**config.mk**
```make
export PLATFORM = sky130hd
export DESIGN_NAME = bmff_box_walk_sizer_flat
export DESIGN_NICKNAME = d
export VERILOG_FILES = /design/src/hdl/bmff_pkg.sv /design/src/hdl/bmff_if.sv /design/src/hdl/bmff_walk.sv /design/src/hdl/bmff_result.sv /design/src/hdl/bmff_box_walk_sizer.sv /design/src/flat_wrapper.sv
export SDC_FILE = /design/constraint.sdc
export NUM_CORES = 1
export LEC_CHECK = 0
export BUFFER_PORTS_ARGS = -buffer_cell sky130_fd_sc_hd__clkbuf_2
export CAP_MARGIN = 10
export CORE_UTILIZATION = 35
export DETAILED_ROUTE_END_ITERATION = 16
export GPL_ROUTABILITY_DRIVEN = 0
export MAX_ROUTING_LAYER = met4
export PLACE_DENSITY = 0.47
export SYNTH_ARGS = -nofsm -noshare
export SYNTH_HDL_FRONTEND = slang
export SYNTH_HIERARCHICAL = 1
export SYNTH_SLANG_ARGS = --single-unit
```
**constraint.sdc**
```tcl
create_clock -name clk -period 7.95 [get_ports clk]
set_input_delay 1.59 -clock clk [delete_from_list [all_inputs] [get_ports clk]]
set_output_delay 1.59 -clock clk [all_outputs]
set_load 0.02 [all_outputs]
```
**src/hdl/bmff_pkg.sv**
```systemverilog
// Shared types and constants for the top-level box walk.
// Holds the walk phases, result struct, verdict codes and known box types.
// No dependencies.
package bmff_pkg;

	localparam int KNOWN_TYPE_COUNT = 19;

	localparam logic [31:0] BOX_TYPE_TAB [KNOWN_TYPE_COUNT] = '{
		32'h66747970, 32'h6D6F6F76, 32'h6D646174, 32'h6D657461, 32'h66726565,
		32'h736B6970, 32'h75647461, 32'h73696E66, 32'h73636869, 32'h6D766864,
		32'h746B6864, 32'h7374626C, 32'h64696E66, 32'h736D6864, 32'h766D6864,
		32'h686D6864, 32'h6E6D6864, 32'h696C7374, 32'h75756964
	};

	localparam logic [1:0] VERDICT_REJECT   = 2'd0;
	localparam logic [1:0] VERDICT_CONTAINER = 2'd1;
	localparam logic [1:0] VERDICT_VERIFIED = 2'd2;

	localparam logic [3:0] KNOWN_MAX = 4'd15;

	typedef enum logic [2:0] {
		PH_HEADER  = 3'd0,
		PH_EXTSIZE = 3'd1,
		PH_BODY    = 3'd2,
		PH_STOPPED = 3'd3,
		PH_UNKNOWN = 3'd4
	} bmff_phase_t;

	typedef struct packed {
		logic [1:0]  verdict;
		logic [63:0] file_size;
		logic [3:0]  known_boxes_seen;
	} bmff_res_t;

	function automatic logic is_known_type(input logic [31:0] t);
		logic hit;
		hit = 1'b0;
		for (int i = 0; i < KNOWN_TYPE_COUNT; i++) begin
			if (BOX_TYPE_TAB[i] == t) begin
				hit = 1'b1;
			end
		end
		return hit;
	endfunction

endpackage

```
**src/hdl/bmff_if.sv**
```systemverilog
// Channel interfaces for the box walk: byte input and result output.
// Valid/ready handshake; no dependencies.
interface bmff_in_if;
	logic       valid;
	logic       ready;
	logic [7:0] data_byte;
	logic       last_byte;

	modport source(output valid, output data_byte, output last_byte, input ready);
	modport sink(input valid, input data_byte, input last_byte, output ready);
endinterface

interface bmff_out_if;
	logic        valid;
	logic        ready;
	logic [1:0]  verdict;
	logic [63:0] file_size;
	logic [3:0]  known_boxes_seen;

	modport source(output valid, output verdict, output file_size,
		output known_boxes_seen, input ready);
	modport sink(input valid, input verdict, input file_size,
		input known_boxes_seen, output ready);
endinterface

```
**src/hdl/bmff_walk.sv**
```systemverilog
// Walk state for top-level boxes: header decode, box end tracking, counting.
// Computes the result for the byte in flight. Depends on bmff_pkg.
module bmff_walk (
	input  logic                clk,
	input  logic                arst_n,
	input  logic                step,
	input  logic [7:0]          data_byte,
	input  logic                last_byte,
	input  logic [3:0]          min_known,
	output bmff_pkg::bmff_res_t res
);

	bmff_pkg::bmff_phase_t phase_q, phase_n;
	logic [63:0] pos_q, start_q, start_n, pend_q, pend_n, total_q, total_n;
	logic [63:0] ext_q, ext_n, pos1, len, sum;
	logic [31:0] size_q, size_n, type_q, type_n;
	logic        pknown_q, pknown_n, open, hit, short_buf;
	logic [3:0]  cnt_q, cnt_n, hcnt_q, hcnt_n;

	always_comb begin
		phase_n  = phase_q;
		size_n   = size_q;
		type_n   = type_q;
		ext_n    = ext_q;
		pknown_n = pknown_q;
		start_n  = start_q;
		pend_n   = pend_q;
		total_n  = total_q;
		cnt_n    = cnt_q;
		hcnt_n   = hcnt_q + 4'd1;
		open     = 1'b0;
		len      = '0;
		pos1     = pos_q + 64'd1;
		case (phase_q)
			bmff_pkg::PH_HEADER: begin
				if (hcnt_q < 4'd4) begin
					size_n = {size_q[23:0], data_byte};
				end else begin
					type_n = {type_q[23:0], data_byte};
				end
				if (hcnt_q == 4'd7) begin
					pknown_n = bmff_pkg::is_known_type(type_n);
					if (size_n == 32'd1) begin
						ext_n   = '0;
						phase_n = bmff_pkg::PH_EXTSIZE;
					end else if (size_n == 32'd0) begin
						phase_n = bmff_pkg::PH_UNKNOWN;
					end else if (size_n < 32'd8) begin
						phase_n = bmff_pkg::PH_STOPPED;
					end else begin
						open = 1'b1;
						len  = {32'd0, size_n};
					end
				end
			end
			bmff_pkg::PH_EXTSIZE: begin
				ext_n = {ext_q[55:0], data_byte};
				if (hcnt_q == 4'd15) begin
					if (ext_n < 64'd16) begin
						phase_n = bmff_pkg::PH_STOPPED;
					end else begin
						open = 1'b1;
						len  = ext_n;
					end
				end
			end
			default: begin
			end
		endcase
		sum = start_q + len;
		if (open) begin
			total_n = sum;
			pend_n  = sum;
			phase_n = bmff_pkg::PH_BODY;
			hit     = (len == {60'd0, hcnt_q} + 64'd1);
		end else begin
			hit = (phase_q == bmff_pkg::PH_BODY) && (pos1 == pend_q);
		end
		if (hit) begin
			if (pknown_n && cnt_q < bmff_pkg::KNOWN_MAX) begin
				cnt_n = cnt_q + 4'd1;
			end
			start_n = pend_n;
			phase_n = bmff_pkg::PH_HEADER;
			hcnt_n  = '0;
		end
	end

	always_comb begin
		short_buf = (pos1 < 64'd8);
		if (short_buf) begin
			res.verdict          = bmff_pkg::VERDICT_REJECT;
			res.file_size        = '0;
			res.known_boxes_seen = '0;
		end else begin
			res.verdict = (cnt_n >= min_known) ? bmff_pkg::VERDICT_VERIFIED
				: bmff_pkg::VERDICT_CONTAINER;
			res.file_size        = (phase_n == bmff_pkg::PH_UNKNOWN) ? 64'd0 : total_n;
			res.known_boxes_seen = cnt_n;
		end
	end

	always_ff @(posedge clk or negedge arst_n) begin
		if (!arst_n) begin
			phase_q  <= bmff_pkg::PH_HEADER;
			pos_q    <= '0;
			start_q  <= '0;
			size_q   <= '0;
			type_q   <= '0;
			ext_q    <= '0;
			pend_q   <= '0;
			pknown_q <= 1'b0;
			cnt_q    <= '0;
			total_q  <= '0;
			hcnt_q   <= '0;
		end else if (step && last_byte) begin
			phase_q  <= bmff_pkg::PH_HEADER;
			pos_q    <= '0;
			start_q  <= '0;
			size_q   <= '0;
			type_q   <= '0;
			ext_q    <= '0;
			pend_q   <= '0;
			pknown_q <= 1'b0;
			cnt_q    <= '0;
			total_q  <= '0;
			hcnt_q   <= '0;
		end else if (step) begin
			phase_q  <= phase_n;
			pos_q    <= pos1;
			start_q  <= start_n;
			size_q   <= size_n;
			type_q   <= type_n;
			ext_q    <= ext_n;
			pend_q   <= pend_n;
			pknown_q <= pknown_n;
			cnt_q    <= cnt_n;
			total_q  <= total_n;
			hcnt_q   <= hcnt_n;
		end
	end

endmodule

```
**src/hdl/bmff_result.sv**
```systemverilog
// Result register for the box walk output channel.
// Loads on the final byte and holds until transfer. Depends on bmff_pkg, bmff_if.
module bmff_result (
	input  logic                clk,
	input  logic                arst_n,
	input  logic                load,
	input  bmff_pkg::bmff_res_t res,
	output logic                space,
	bmff_out_if.source          dst
);

	logic                vld_q;
	bmff_pkg::bmff_res_t res_q;

	assign space = !vld_q || dst.ready;

	always_ff @(posedge clk or negedge arst_n) begin
		if (!arst_n) begin
			vld_q <= 1'b0;
		end else if (load) begin
			vld_q <= 1'b1;
		end else if (dst.ready) begin
			vld_q <= 1'b0;
		end
	end

	always_ff @(posedge clk) begin
		if (load) begin
			res_q <= res;
		end
	end

	assign dst.valid            = vld_q;
	assign dst.verdict          = res_q.verdict;
	assign dst.file_size        = res_q.file_size;
	assign dst.known_boxes_seen = res_q.known_boxes_seen;

endmodule

```
**src/hdl/bmff_box_walk_sizer.sv**
```systemverilog
// Top level of the ISO BMFF top-level box walk and file sizer.
// Uses bmff_pkg, bmff_if, bmff_walk and bmff_result.
//
// channel  dir  payload                                   transfer
// bytes    in   data_byte[7:0], last_byte                  valid && ready
// results  out  verdict[1:0], file_size[63:0], known[3:0]  valid && ready
// cfg      in   cfg_wdata[3:0] (min_known_boxes)           cfg_we
//
// One byte per cycle; the walk state updates in the cycle of the transfer.
// The result is registered at the final byte's transfer and offered from the next cycle.
// bytes.ready drops only while a result waits and results.ready is low.
// arst_n clears the walk and the result valid flag and sets min_known_boxes to 2.
module bmff_box_walk_sizer (
	input  logic       clk,
	input  logic       arst_n,
	bmff_in_if.sink    bytes,
	bmff_out_if.source results,
	input  logic       cfg_we,
	input  logic [3:0] cfg_wdata
);

	logic [3:0]          min_q;
	logic                step, space;
	bmff_pkg::bmff_res_t res;

	always_ff @(posedge clk or negedge arst_n) begin
		if (!arst_n) begin
			min_q <= 4'd2;
		end else if (cfg_we) begin
			min_q <= cfg_wdata;
		end
	end

	assign bytes.ready = space;
	assign step        = bytes.valid && space;

	bmff_walk u_walk (
		.clk       (clk),
		.arst_n    (arst_n),
		.step      (step),
		.data_byte (bytes.data_byte),
		.last_byte (bytes.last_byte),
		.min_known (min_q),
		.res       (res)
	);

	bmff_result u_result (
		.clk    (clk),
		.arst_n (arst_n),
		.load   (step && bytes.last_byte),
		.res    (res),
		.space  (space),
		.dst    (results)
	);

	a_last_gives_result: assert property (@(posedge clk) disable iff (!arst_n)
		bytes.valid && bytes.ready && bytes.last_byte |=> results.valid)
		else $error("final byte transfer did not produce a result");

	a_reject_zeroed: assert property (@(posedge clk) disable iff (!arst_n)
		results.valid && results.verdict == bmff_pkg::VERDICT_REJECT
		|-> results.file_size == 64'd0 && results.known_boxes_seen == 4'd0)
		else $error("reject result carries nonzero fields");

	a_ready_when_empty: assert property (@(posedge clk) disable iff (!arst_n)
		!results.valid |-> bytes.ready)
		else $error("input stalled with no result waiting");

	a_verdict_code: assert property (@(posedge clk) disable iff (!arst_n)
		results.valid |-> (results.verdict == bmff_pkg::VERDICT_REJECT
			|| results.verdict == bmff_pkg::VERDICT_CONTAINER
			|| results.verdict == bmff_pkg::VERDICT_VERIFIED))
		else $error("undefined verdict code");

endmodule
```
**src/flat_wrapper.sv**
```systemverilog
// flat-port wrapper written by rule: the top's interface ports become plain ports
module bmff_box_walk_sizer_flat 
  (clk, arst_n, cfg_we, cfg_wdata, bytes_valid, bytes_data_byte, bytes_last_byte, bytes_ready, results_valid, results_verdict, results_file_size, results_known_boxes_seen, results_ready);
  bmff_in_if bytes_i ();
  bmff_out_if results_i ();
  input  logic clk;
  input  logic arst_n;
  input  logic cfg_we;
  input  logic [3:0] cfg_wdata;
  input wire logic [$bits(bytes_i.valid)-1:0] bytes_valid;
  input wire logic [$bits(bytes_i.data_byte)-1:0] bytes_data_byte;
  input wire logic [$bits(bytes_i.last_byte)-1:0] bytes_last_byte;
  output wire logic [$bits(bytes_i.ready)-1:0] bytes_ready;
  output wire logic [$bits(results_i.valid)-1:0] results_valid;
  output wire logic [$bits(results_i.verdict)-1:0] results_verdict;
  output wire logic [$bits(results_i.file_size)-1:0] results_file_size;
  output wire logic [$bits(results_i.known_boxes_seen)-1:0] results_known_boxes_seen;
  input wire logic [$bits(results_i.ready)-1:0] results_ready;
  assign bytes_i.valid = bytes_valid;
  assign bytes_i.data_byte = bytes_data_byte;
  assign bytes_i.last_byte = bytes_last_byte;
  assign bytes_ready = bytes_i.ready;
  assign results_valid = results_i.valid;
  assign results_verdict = results_i.verdict;
  assign results_file_size = results_i.file_size;
  assign results_known_boxes_seen = results_i.known_boxes_seen;
  assign results_i.ready = results_ready;
  bmff_box_walk_sizer u_core (.clk(clk), .arst_n(arst_n), .bytes(bytes_i), .results(results_i), .cfg_we(cfg_we), .cfg_wdata(cfg_wdata));
endmodule
```
# After elaboration in Yosys (flattened, before gate mapping)
# Cells that the tools add are included.
[word_totals]
regBits = 463
inputBits = 18
output_inout_bits = 72
[classes]
n_addsub = 5
n_reduce_logical = 17
n_lt_le_gt_ge = 6
n_eq_ne = 29
n_mux = 85
[ops]
columns = ["op", "count"]
rows = [
  ["$mux 64", 13],
  ["$eq 31x32->1 const A", 19],
  ["$mux 32", 14],
  ["$mux 56", 4],
  ["$pmux 64 s2", 1],
  ["$pmux 56 s2", 1],
  ["$add 64x1->64 const B", 1],
  ["$add 64x64->64", 1],
  ["$eq 64x5->1", 1],
  ["$eq 64x64->1", 1],
  ["$lt 64x4->1 const B", 1],
  ["$lt 64x5->1 const B", 1],
  ["$eq 32x1->1 const B", 1],
  ["$logic_not 32->1", 1],
  ["$lt 32x4->1 const B", 1],
  ["$mux 1", 32],
  ["$mux 3", 10],
  ["$mux 4", 7],
  ["$add 4x1->4 const B", 2],
  ["$reduce_bool 2->1", 4],
  ["$ne 3x3->1 const B", 2],
  ["$pmux 3 s2", 1],
  ["$add 4x1->5 const B", 1],
  ["$eq 4x3->1 const B", 1],
  ["17 further kinds", 21],
]

# Longest topological paths before layout
# Gate-level depths: netlist (run 1).
[logic_depth]
depth_word = 30
depth_mapped = 24
mapped_depth_nobuf = 22

# Hierarchy
# Netlist (run 1), hierarchy kept.
[by_module_without_submodules]
columns = ["mod", "instances", "area_per_inst_um2", "seq_area_each_um2", "cells_per_inst"]
rows = [
  ["bmff_walk", 1, 27316.2, 9709.3, 3368],
  ["bmff_result", 1, 2149.6, 2127.0, 73],
  ["bmff_box_walk_sizer", 1, 158.9, 101.3, 10],
]

# Worst setup path after synthesis (run 1)
# Ideal clock, no wire load.
[synth_timing]
path_kind = "input-to-reg"
from = "input bytes_data_byte[6]"
to = "register u_core.u_result.res_q, in the netlist u_core/u_result/dst.file_size[63], data pin"
required_ps = 7680
t_arrival_ps = 5959
path_slack_ps = 1720
n_path_buf = 4
setup_time_ps = 270
stages = 23
cell_sequence = "clkbuf_1 > nor4_1 > nand2_1 > nor4_1 > a21oi_1 > clkbuf_1 > clkbuf_1 > clkbuf_1 > nand2_1 > o21ai_0 > ha_1 > a21oi_1 > o211ai_1 > a2111oi_0 > nor2_1 > a21oi_1 > o31ai_1 > o2bb2ai_1 > o21ai_0 > o21ai_0 > xnor2_1 > mux2i_1 > a21oi_1"
[synth_via]
elab_chain_cells = 13
elab_cells_between_ends = 35
[synth_rtl]
columns = ["element", "line", "text"]
rows = [
  ["start: declaration", "flat_wrapper.sv:11", "input wire logic [$bits(bytes_i.data_byte)-1:0] bytes_data_byte;"],
  ["branches (longest 13 deep; another with $add 64x64->64)", "n/a", ""],
  ["end signal: assignment", "bmff_result.sv:29", "res_q <= res;"],
  ["end: declaration", "bmff_result.sv:13", "bmff_pkg::bmff_res_t res_q;"],
]
# Parallel ways; which one is timed is not known. The select of a mux whose other input is x is not followed.
# A chain may end at the register's enable or synchronous reset.

# Final worst setup path (run 1)
# Same ends and word-level chain as after synthesis.

==> results of run 1 <==
==> registers in the layout, summed over array words and instances, names as in the netlist <==
register                              flops
u_core/min_q                              4
u_core/u_result/dst.file_size            64
u_core/u_result/dst.known_boxes_seen      4
u_core/u_result/dst.valid                 1
u_core/u_result/dst.verdict               2
u_core/u_walk/cnt_q                       4
u_core/u_walk/ext_q                      56
u_core/u_walk/hcnt_q                      4
u_core/u_walk/pend_q                     64
u_core/u_walk/phase_q                     3
u_core/u_walk/pknown_q                    1
u_core/u_walk/pos_q                      64
u_core/u_walk/size_q                     32
u_core/u_walk/start_q                    64
u_core/u_walk/total_q                    64
u_core/u_walk/type_q                     32
==> critical path, cell delays in order <==
cell,delay [ps]
clkbuf_2,190
nor4_1,420
nand2_1,110
nor4_1,390
a21oi_4,210
a2bb2oi_1,420
inv_1,100
ha_1,320
a211oi_1,320
o21ai_0,210
a2111oi_0,700
nor2_1,220
a21oi_1,310
o31ai_1,270
o2bb2ai_1,200
o21ai_0,410
o21ai_0,180
xnor2_1,230
mux2i_1,360
a21oi_1,110
==> layer usage <==
metal	vias up	GRT usage [%]	routed length (um)
met4	0	10.31	4853
met1	13935	38.96	52450
met2	1340	42.50	53590
met5	-	-	0
met3	221	3.593	8934
li1	12559	-	-
==> per-stage QoR <==
stage	cell area [um^2]	worst slack [ps]	hold slack [ps]
floorplan	29620	1720	444.7
global placement	31130	519.0	457.9
detailed placement	31130	459.1	466.1
CTS	33120	1096	479.8
global route	33150	725.2	490.2
finish	33150	1049	481.6
==> area by class of cell <==
cell class,count,area [um^2],area share (%)
clock inverter,24,291.5,0.8795
clock buffer,84,1699,5.126
multi-input combinational,2664,16540,49.89
tap,1134,1419,4.280
timing repair buffer,145,945.9,2.854
inverter,80,301.5,0.9097
sequential,463,11940,36.01
antenna,6,15.01,0.04530
==> power breakdown <==
part,total (mW),switching (mW),internal [mW]
Sequential,2.58,0.111,2.47
Clock,2.73,1.14,1.59
Combinational,0.787,0.547,0.240
==> cells in the final DEF, fill, tap and decap left out, types with 52 or more instances in the layout <==
cell	instances
nand3_1	89
inv_1	78
nor2_1	164
nor3_1	79
dfrtp_1	392
edfxtp_1	70
o21ai_0	324
nor4_1	62
xor2_1	53
mux2i_1	52
nand4_1	82
xnor2_1	108
a22o_1	112
a21oi_1	160
ha_1	70
clkbuf_16	58
a21o_1	71
nand2_1	581
clkbuf_2	88
==> kinds of logic after synthesis <==
logic type | count (synthesis) | synth area share (%)
and+or+nand+nor | 1317 | 21.88
AOI/OAI and AO/OA | 1048 | 23.29
DFF | 463 | 40.30
buffers and inverters | 324 | 4.308
xor gates and xnor gates | 164 | 4.988
adders and majority gates | 71 | 3.024
muxes | 64 | 2.213
==> worst max path at each step <==
stage	endpoint	slack, ps	depth (start not counted)
finish	u_core/u_result/dst.file_size[63]	1050	20
global route	u_core/u_result/dst.file_size[63]	730	20
CTS	u_core/u_result/dst.verdict[1]	1100	20
detailed placement	u_core/u_result/dst.verdict[1]	460	20
global placement	u_core/u_result/dst.verdict[1]	520	20
floorplan	u_core/u_result/dst.file_size[63]	1720	23
==> run summary, run 1 <==
die footprint: 85810 um^2
DRC violation count after routing: 0
placed instance count: 4485
Initial Util: 35.40%
unrepaired setup endpoints after global routing: false
setup total negative slack: 0 ps
Core Util, Final: 39.61%
R2R Setup Slk: 1240 ps
Critical Path Start Type: input pin
drt pass-1 iters: 6
maxcap violations: 0
area grow syn2layout: 11.89%
CTS tree: done
final setup fails: 0
CTS clock-pin slew for the worst setup and hold paths: 50 ps
gr usage total: 28.29%
leakage: 13.79 nW
top cell type's share of synthesized area: 33.11%
vias in the first global route: 26268
Final Non-Filler Cells: 4600
HP Class: reg -> reg
Post-DP HPWL: 87440 um
Setup crit start: bytes_data_byte[6]
Worst Reg2Reg Path Length in Cells: 18
fillcell total: 8422
Pwr Density: 183.8 nW/um^2
H-tree Lvls: 2
Post-layout nets: 3501
1st-iter DRT viols: 3374
RR Endpoint: u_core/u_result/dst.file_size[63]
antenna-violating nets left: 0
first-pass GRT wire length: 179200 um
Fin Clk Skew: 61.55 ps
prevailing post-synth register cell: dfrtp_1
syn nets: 3540
number of synthesized flops with an enable pin: 70
detailed-route via count: 28055
post-synthesis cell type count: 95
average wire per standard cell: 26.05 um
Sink Count: 463
Total Power: 6.094 mW
remaining global-route overflow: 0
Clock Tree Buf Depth: 3
final worst-path cycle share: 86.80%
async set-reset flop share out of synthesis: 84.88%
Slew Viols, Final: 0
Clock Root Buffer: clkbuf_16
endpoint class of the critical path: flip-flop
Max VDD drop: 174.0 uV
critical path type: in -> reg
post_cts resized: 0
HP Start: u_core/u_walk/total_q[52]
CP Data Required Time: 8330 ps
post-synthesis register bit count: 463
status: completed
worst slew pin tran: 1293 ps
Mean Syn Cell Area: 8.584 um^2
crit-path max FO: 11
die height: 292.9 um
initial antenna violation count: 9
Post-CTS Setup Inserts: 0
Mapped Area: 29620 um^2
cell taking the most area after synthesis: dfrtp_1
Rel. slew slack: 12.97%
largest net degree at the start of global routing: 145
PortBufs: 89
Max Clock Freq: 144.9 MHz
Num CTS Buffers: 58
sequential area share after synthesis: 40.30%
number of cell rows: 106
largest cells by area after synthesis: dfrtp_1 (33%), nand2_1 (7.4%), edfxtp_1 (7.1%), o21ai_0 (5.5%), a22o_1 (3.3%)
Cells after Synth: 3451
Clock Latency Late Sink: 660 ps
hold endpoint: u_core/u_walk/total_q[52]
R2R Path Start: u_core/u_walk/hcnt_q[2]
Ports: 90
layout cells sized above 1: 9.364%
WL final: 119800 um
Hold Crit Depth: 2
via/cell ratio: 6.099
Final Hold Vio Count: 0
hold_buf cts: 0
Core ar.: 83690 um^2
YS warnings: 6
fin crit period: 6901 ps
top cells by instance count after synthesis: nand2_1 (583), dfrtp_1 (392), o21ai_0 (324)
most numerous cell in the Yosys netlist: nand2_1
CP arrival: 7280 ps
die width: 292.9 um
Note: power is estimated with default switching activity, not from simulation.
==> inputs of run 2 (changes only) <==
CORE_UTILIZATION = 29   (was 35)
PLACE_DENSITY = 0.42   (was 0.47)
clock period = 5.6 ns   (was 7.95 ns; I/O delays follow)
==> run 2 against run 1 <==
  * Total power increased by 52%
  * Final cell count increased by 13%
  * Sequential share of layout area decreased by 3.5 points
  * Via count increased by 2.0%
  * Critical path depth unchanged
  * Combinational power increased by 72%
  * Global-route usage decreased by 3.0 points
  * Clock-buffer cell count decreased by 6
  * First-iteration DRC count decreased by 21%
  * Highest routed layer unchanged
==> run summary, run 2 (same netlist as run 1, synthesis figures left out) <==
status: completed
Max Clock Freq: 187.0 MHz
CTS clock-pin slew for the worst setup and hold paths: 60 ps
hold_buf cts: 0
largest net degree at the start of global routing: 113
first-pass GRT wire length: 189500 um
final worst-path cycle share: 95.51%
detailed-route via count: 28614
fin crit period: 5348 ps
most common cell after layout, fill and taps aside: nand2_1
initial antenna violation count: 4
Clock Latency Late Sink: 700 ps
CP Data Required Time: 6010 ps
CP peak stage delay: 650 ps
Worst Reg2Reg Path Length in Cells: 20
RR Endpoint: u_core/u_result/dst.verdict[1]
crit-path max FO: 12
global route hottest layer: met2
Final Hold Vio Count: 0
crit path max-delay cell type: or4b_2
area grow syn2layout: 24.07%
die height: 321.6 um
drt pass-1 iters: 6
Clock Root Buffer: clkbuf_16
Num CTS Buffers: 59
Clock Tree Buf Depth: 3
gr usage total: 25.33%
worst setup margin: 251.7 ps
placed instance count: 5068
PortBufs: 89
final setup fails: 0
antenna-violating nets left: 0
Ports: 90
remaining global-route overflow: 0
R2R Setup Slk: 250 ps
CP delay by family, top: simple AND/OR/NAND/NOR gates
Rel. slew slack: 23.38%
number of cell rows: 116
Slew Viols, Final: 0
die width: 321.6 um
HP Class: in -> async
CP bufs+invs: 4
pre-CTS setup slack: -761.1 ps
H-tree Lvls: 2
Worst path most repeated cell: buf_4
CP Depth: 20
DRC violation count after routing: 0
Post-DP HPWL: 96360 um
critical path type: reg -> reg
Total Power: 9.285 mW
CTS tree: done
commonest non-fill, non-tap cells in the layout: nand2_1 (581), buf_4 (416), dfrtp_1 (391)
R2R Path Start: u_core/u_walk/size_q[19]
routing usage on met1: 34.16%
met3 Use GR: 3.829%
1st-iter DRT viols: 2664
Final Non-Filler Cells: 5198
die footprint: 103400 um^2
Pwr Density: 252.6 nW/um^2
Fin Clk Skew: 46.28 ps
CP arrival: 5760 ps
Post-layout nets: 3874
endpoint class of the critical path: flip-flop
Critical Path Start Type: flip-flop
Sink Count: 463
Core Util, Final: 36.54%
leakage: 15.87 nW
met2 Usage GRT: 38.83%
average wire per standard cell: 24.89 um
Core ar.: 100600 um^2
WL final: 129400 um
Cell Chain, Critical Path: or3_1 -> or4_1 -> o21ai_2 -> a41o_4 -> buf_12 -> buf_4 -> o21ai_1 -> buf_4 -> or4b_2 -> nor4_1 -> buf_4 -> a31o_2 -> and2_1 -> xnor2_2 -> ha_1 -> nand2b_1 -> a21o_1 -> a21o_1 -> a21oi_1 -> nor2_1
via/cell ratio: 5.505
maxcap violations: 0
fillcell total: 10409
vias in the first global route: 27411
layout cells sized above 1: 19.19%
worst slew pin tran: 1134 ps
Max VDD drop: 261.5 uV
Initial Util: 29.45%
==> run 2: changes by cell type in the layout (fill, tap and decap cells not counted), sizes merged <==
| cell | before | now |
|---|---|---|
| buf | 57 | 429 |
| a21oi | 162 | 163 |
| clkinvlp | 4 | 6 |
| bufinv | 3 | 12 |
| inv | 79 | 82 |
| clkbuf | 172 | 165 |
| clkinv | 18 | 13 |
==> run 2: layout make-up <==
type                    count  area [um^2]  share of cell area, %
inverters                  80        302.8                 0.8238
clock buffers              78         1659                  4.514
multi-input cells        2665        16800                  45.70
diodes                      6        15.01                0.04085
clock inverters            33        545.5                  1.484
well taps                1357         1698                  4.619
flip-flops and latches    463        11940                  32.48
repair buffers            516         3799                  10.33
==> run 2: through the flow <==
stage | hold WS [ps] | setup TNS (ps) | instance area [um^2]
final | 377.0 | 0 | 36760
after CTS | 409.7 | 0 | 36500
after detailed placement | 462.8 | -59800 | 34200
after global placement | 456.2 | -65190 | 34200
after global routing | 389.0 | -14.87 | 36750
after floorplan | 444.7 | -5.314 | 29640
==> run 2: worst register-to-register path, cell delays in order (launching register included) <==
cell      delay, ps
dfrtp_1         370
or3_1           430
or4_1           440
o21ai_2         170
a41o_4          270
buf_12          130
buf_4           110
o21ai_1         150
buf_4           190
or4b_2          650
nor4_1          260
buf_4           230
a31o_2          240
and2_1          230
xnor2_2         170
ha_1            280
nand2b_1        150
a21o_1          170
a21o_1          160
a21oi_1         180
nor2_1           60
==> run 2: power by group <==
part	switching, mW	total, mW	internal (mW)
clock	1.68	4.33	2.65
sequential	0.0942	3.60	3.51
combinational	0.892	1.35	0.462
total	2.67	9.28	6.62
==> run 2: what timing repair did <==
action,in CTS,in global routing
setup endpoints to repair,82,108
pin swaps,1,8
setup buffers,4,8
resized for setup,11,31
cloned,0,1
==> run 2: worst max path at each step <==
stage	startpoint	to
after floorplan	bytes_data_byte[6]	u_core/u_result/dst.file_size[63]
after global placement	bytes_data_byte[6]	u_core/u_result/dst.file_size[39]
after detailed placement	bytes_data_byte[6]	u_core/u_walk/start_q[56]
after CTS	u_core/u_walk/size_q[23]	u_core/u_walk/start_q[56]
after global routing	u_core/u_walk/pos_q[7]	u_core/u_result/dst.verdict[1]
final	u_core/u_walk/size_q[19]	u_core/u_result/dst.verdict[1]
==> run 2: routing by layer <==
layer / vias up / share of wire [%] / wire length (um)
li1: 13350 / - / -
met1: 14134 / 46 / 59240
met2: 928 / 45 / 57940
met3: 202 / 5.9 / 7658
met4: 0 / 3.5 / 4531
met5: - / 0 / 0
